File: src/sv/nsl_pkg.sv
// Shared types and constants for the nearest speaker channel lock block.
// Used by nsl_ctrl, nsl_dp and nearest_speaker_channel_lock; no dependencies.
package nsl_pkg;

	// field widths fixed by the interface
	localparam int POS_W      = 16;
	localparam int IDX_OUT_W  = 6;
	localparam int MASK_W     = 64;
	localparam int CFG_IDX_W  = 3;
	localparam int CFG_DATA_W = 40;
	localparam int CNT_REG_W  = 7;

	// squared distance in unit 2^-32, and the tie-break key
	localparam int SQ_W   = 33;
	localparam int DIST_W = 44;
	localparam int KEY_W  = 64;

	// action codes
	localparam logic ACT_LOAD  = 1'b0;
	localparam logic ACT_QUERY = 1'b1;

	// configuration register indexes
	localparam logic [CFG_IDX_W-1:0] REG_LOCK_ENABLE   = 3'd0;
	localparam logic [CFG_IDX_W-1:0] REG_DISTANCE_MODE = 3'd1;
	localparam logic [CFG_IDX_W-1:0] REG_LIMIT_ENABLE  = 3'd2;
	localparam logic [CFG_IDX_W-1:0] REG_MAX_DIST_SQ   = 3'd3;
	localparam logic [CFG_IDX_W-1:0] REG_SPEAKER_COUNT = 3'd4;

	// distance modes
	localparam logic MODE_POLAR = 1'b0;

	// controller states, one-hot
	typedef enum logic [3:0] {
		ST_IDLE   = 4'b0001,
		ST_SCAN   = 4'b0010,
		ST_DRAIN  = 4'b0100,
		ST_FINISH = 4'b1000
	} state_t;

	// controller to datapath
	typedef struct packed {
		logic load;    // write the beat into the tables
		logic start;   // latch query source and mask, clear best
		logic issue;   // read one table entry into the scan pipe
		logic finish;  // load the output register
	} cmd_t;

	// datapath to controller
	typedef struct packed {
		logic pipe_busy;  // scan pipe still holds entries
		logic out_free;   // output register can take a result
	} sts_t;

endpackage

File: src/sv/nsl_ctrl.sv
// Controller for the speaker lock: accepts beats, sequences the table scan.
// Depends on nsl_pkg.
module nsl_ctrl #(
	parameter int IDX_W = 5,
	parameter int CNT_W = 6
) (
	input  logic                clk,
	input  logic                arst_n,
	input  logic                in_valid,
	input  logic                action,
	input  logic                lock_enable,
	input  logic [CNT_W-1:0]    scan_count,
	input  nsl_pkg::sts_t       sts,
	output logic                in_stall,
	output nsl_pkg::cmd_t       cmd,
	output logic [IDX_W-1:0]    rd_addr
);

	nsl_pkg::state_t state_q, state_d;
	logic [CNT_W-1:0] cnt_q, cnt_d;
	logic             accept;
	logic             last;

	assign in_stall = (state_q != nsl_pkg::ST_IDLE);
	assign accept   = in_valid && !in_stall;
	assign last     = (CNT_W'(cnt_q + 1'b1) == scan_count);
	assign rd_addr  = cnt_q[IDX_W-1:0];

	// next state and commands
	always_comb begin
		state_d    = state_q;
		cnt_d      = cnt_q;
		cmd        = '0;
		unique case (state_q)
			nsl_pkg::ST_IDLE: begin
				if (accept) begin
					if (action == nsl_pkg::ACT_LOAD) begin
						cmd.load = 1'b1;
					end else begin
						cmd.start = 1'b1;
						cnt_d     = '0;
						if (lock_enable && (scan_count != '0))
							state_d = nsl_pkg::ST_SCAN;
						else
							state_d = nsl_pkg::ST_FINISH;
					end
				end
			end
			nsl_pkg::ST_SCAN: begin
				cmd.issue = 1'b1;
				if (last)
					state_d = nsl_pkg::ST_DRAIN;
				else
					cnt_d = CNT_W'(cnt_q + 1'b1);
			end
			nsl_pkg::ST_DRAIN: begin
				if (!sts.pipe_busy)
					state_d = nsl_pkg::ST_FINISH;
			end
			nsl_pkg::ST_FINISH: begin
				if (sts.out_free) begin
					cmd.finish = 1'b1;
					state_d    = nsl_pkg::ST_IDLE;
				end
			end
			default: begin
				state_d = nsl_pkg::ST_IDLE;
			end
		endcase
	end

	// state and scan counter
	always_ff @(posedge clk or negedge arst_n) begin
		if (!arst_n) begin
			state_q <= nsl_pkg::ST_IDLE;
			cnt_q   <= '0;
		end else begin
			state_q <= state_d;
			cnt_q   <= cnt_d;
		end
	end

endmodule

File: config.mk
export PLATFORM = sky130hd
export DESIGN_NAME = nsl_ctrl
export DESIGN_NICKNAME = d
export VERILOG_FILES = /design/src/sv/nsl_pkg.sv /design/src/sv/nsl_ctrl.sv
export SDC_FILE = /design/constraint.sdc
export NUM_CORES = 1
export LEC_CHECK = 0
export ABC_AREA = 1
export BUFFER_PORTS_ARGS = -buffer_cell sky130_fd_sc_hd__clkbuf_2
export CAP_MARGIN = 20
export CORE_ASPECT_RATIO = 0.7
export CORE_UTILIZATION = 35
export DETAILED_ROUTE_END_ITERATION = 8
export HOLD_SLACK_MARGIN = 0.06
export SYNTH_ARGS = -nofsm -noshare
export SYNTH_HDL_FRONTEND = slang
export SYNTH_SLANG_ARGS = --single-unit
File: constraint.sdc
create_clock -name clk -period 2.21 [get_ports clk]
set_input_delay 0.221 -clock clk [delete_from_list [all_inputs] [get_ports clk]]
set_output_delay 0.221 -clock clk [all_outputs]
set_load 0.02 [all_outputs]
==> run_results.csv <==
group,metric,value,unit
cts,clock_path_buffers,2,
setup_path,crit_chain,"ha_1, inv_1, nand2_1, nand2_1, nor2_1, nand3_1, nor2_1, nand3_2, nand2_4, nand2_4, nand2_1, nand2_1",
setup_path,crit_fanout,10,
route,drc,0,
yosys,synth_common_cells,"35 x nand2_1, 22 x inv_1, 17 x nand3_1",
die,num_rows,14,
die,die_h,43.7,um
cts,hold_buffers,1,
cts,cts_tree,"yes",
cts,post_cts_resize_count,0,
timing,max_freq,541,MHz
layout,fin_area,1010,um^2
timing,drv_slew,0,
layout,diodes,0,
setup_path,crit_path_end_kind,"flip-flop",
layout,final_util,45.0,%
setup_path,setup.worst_path.start_class,"flip-flop",
route,wl_met2,763,um
yosys,ys_types,21,
setup_path,path_class,"reg2reg",
route,wl_met3,146,um
placed_design,place_hpwl,1620,um
yosys,ys.warnings.count,0,
cts,path_clk_slew,0.06,ns
yosys,synth_ff_type,"dfrtp_1",
die,fp.dieW,61.5,um
timing,period_share,83.6,%
yosys,synth.cell_area,868,um^2
cts,root_buffer,"clkbuf_4",
route,vias,877,
status,status,"finished clean",
timing,hold_viol_final,0,
route,ant_nets,0,
placed_design,gp_congestion,0.868,
setup_path,crit_family,"simple AND/OR/NAND/NOR gates",
placed_design,port_buffers,22,
layout,layout-drive-gt1-share,24.8,%
power_and_ir_drop,power.leakage,0.546,nW
route,vias_per_cell,4.74,
yosys,yosysMostFrequentCell,"nand2_1",
route,met1Wirelength,1040,um
setup_path,cp.arrival,2.00,ns
global_route,grtUsageTotal,17.4,%
timing,slew_headroom,78.0,%
timing,fin_skew,0.00506,ns
cts,clk_latency,0.27,ns
yosys,ys_ff_latch,10,
die,core-area,2240,um^2
timing,fin_crit,1.85,ns
timing,tightestPinTransition,0.327,ns
yosys,synth_top_area_cell,"dfrtp_1",
yosys,synth_edf_count,0,
yosys,syn-num-nets,146,
layout,synthToLayoutAreaGrowth,16.3,%
route,initialDrtViolationCount,31,
power_and_ir_drop,ir_drop,0.000583,V
layout,layout.nets,168,
global_route,overflow,0,
run,max_cap_viol_count,0,
placed_design,postPlaceCellArea,973,um^2
timing,fin_tns_setup,0,ns
power_and_ir_drop,power,0.835,mW
timing,setup_viol,0,
yosys,ys_top_cells_by_area,"dfrtp_1 26%, nand2_1 15%, nand3_1 9.8%",
cts,numCtsBuffers,3,
global_route,grt_pass1_vias,808,
route,highest-signal-layer,"met4",
cts,htreeDepth,1,
route,routedWlPerCell,10.7,um
die,num_io_pins,23,
power_and_ir_drop,cellPowerDensity,827,nW/um^2
cts,cts.sinks,10,
yosys,async_flop_share,100,%
setup_path,cpMostUsedCell,"nand2_1",
global_route,grt_pass1_wl,3350,um
setup_path,cp_data_required_time,2.36,ns
yosys,yosysSeqAreaShare,29.0,%
yosys,synth_cells,132,
route,wl,1980,um
cts,cts_setup_buffers,0,
die,initial_core_util,38.7,%
setup_path,slowest_delay,0.47,ns
global_route,antenna_found_initial,0,
setup_path,cpMaxStageDelayCell,"dfrtp_1",
setup_path,critical_path_buf_inv_count,1,
worst_hold_path,worstHoldPathType,"in2reg",
yosys,avgSynthCellArea,6.58,um^2
route,drtPass1Iterations,4,
global_route,grt_max_degree,11,
timing,rsz0062_at_grt,"no",
die,die_area,2690,um^2
yosys,synth_top_cell_area_share,25.9,%
-- registers in the layout, summed over array words and instances (netlist names) --
name and count:
cnt_q 6, state_q 4
-- area by class of cell --
class | instances | area (um^2)
inverter | 25 | 93.8
multi-input combinational | 91 | 478
clock buffer | 4 | 26.3
timing repair buffer | 23 | 120
tap | 32 | 40.0
fill | 261 | 1230
sequential | 10 | 251
-- cell families after synthesis --
logic type / after synthesis / share of synthesized area, %
simple gates: 81 / 47.8
buf+inv: 31 / 16.0
flops: 10 / 29.0
compound gates: 9 / 5.76
fa+ha+maj: 1 / 1.44
-- routing by layer --
metal	vias up	track usage [%]
met5	-	0
met4	0	6.22
met3	4	6.27
met2	29	23.2
met1	386	25.6
li1	458	-
-- final timing paths --
kind / from / endpoint / slack [ns] / cells past startpoint
setup / recovery: cnt_q[0] / cnt_q[1] / 0.36 / 12
hold / removal: sts[1] / state_q[2] / 0.18 / 3
setup reg to reg: cnt_q[0] / cnt_q[1] / 0.36 / 12
hold reg to reg: cnt_q[5] / cnt_q[5] / 0.58 / 2
max in group asynchronous: arst_n / state_q[0] / 1.60 / 2
min in group asynchronous: arst_n / state_q[3] / 0.35 / 2
-- power breakdown --
group | leakage [nW] | switching [mW] | internal, mW
Sequential | 0.134 | 0.0515 | 0.227
Clock | 0.0150 | 0.0610 | 0.0698
Combinational | 0.397 | 0.283 | 0.142
-- cells in the final DEF, fill, tap and decap left out, types with 3 or more instances in the layout --
master,instances
nand3_1,17
dfrtp_1,9
inv_2,3
o21ai_0,3
nor2_1,12
a21oi_1,4
clkbuf_2,22
inv_1,22
nor3_4,3
nand4_1,3
nand2_1,35
clkbuf_4,3
-- worst register-to-register path: stages, from the launching register on --
cell     delay, ns
dfrtp_1       0.47
ha_1          0.34
inv_1         0.05
nand2_1       0.05
nand2_1       0.04
nor2_1        0.13
nand3_1       0.08
nor2_1        0.13
nand3_2       0.11
nand2_4       0.13
nand2_4       0.08
nand2_1       0.07
nand2_1       0.05
-- metrics by stage --
stage / hold WS [ns] / worst slack, ns / cells
global placement: 0.102 / 0.484 / 180
global route: 0.196 / 0.208 / 185
finish: 0.182 / 0.362 / 185
floorplan: -0.0746 / 0.580 / 132
CTS: 0.181 / 0.377 / 185
detailed placement: 0.104 / 0.395 / 180
No activity file was read; power rests on OpenSTA's default activity.
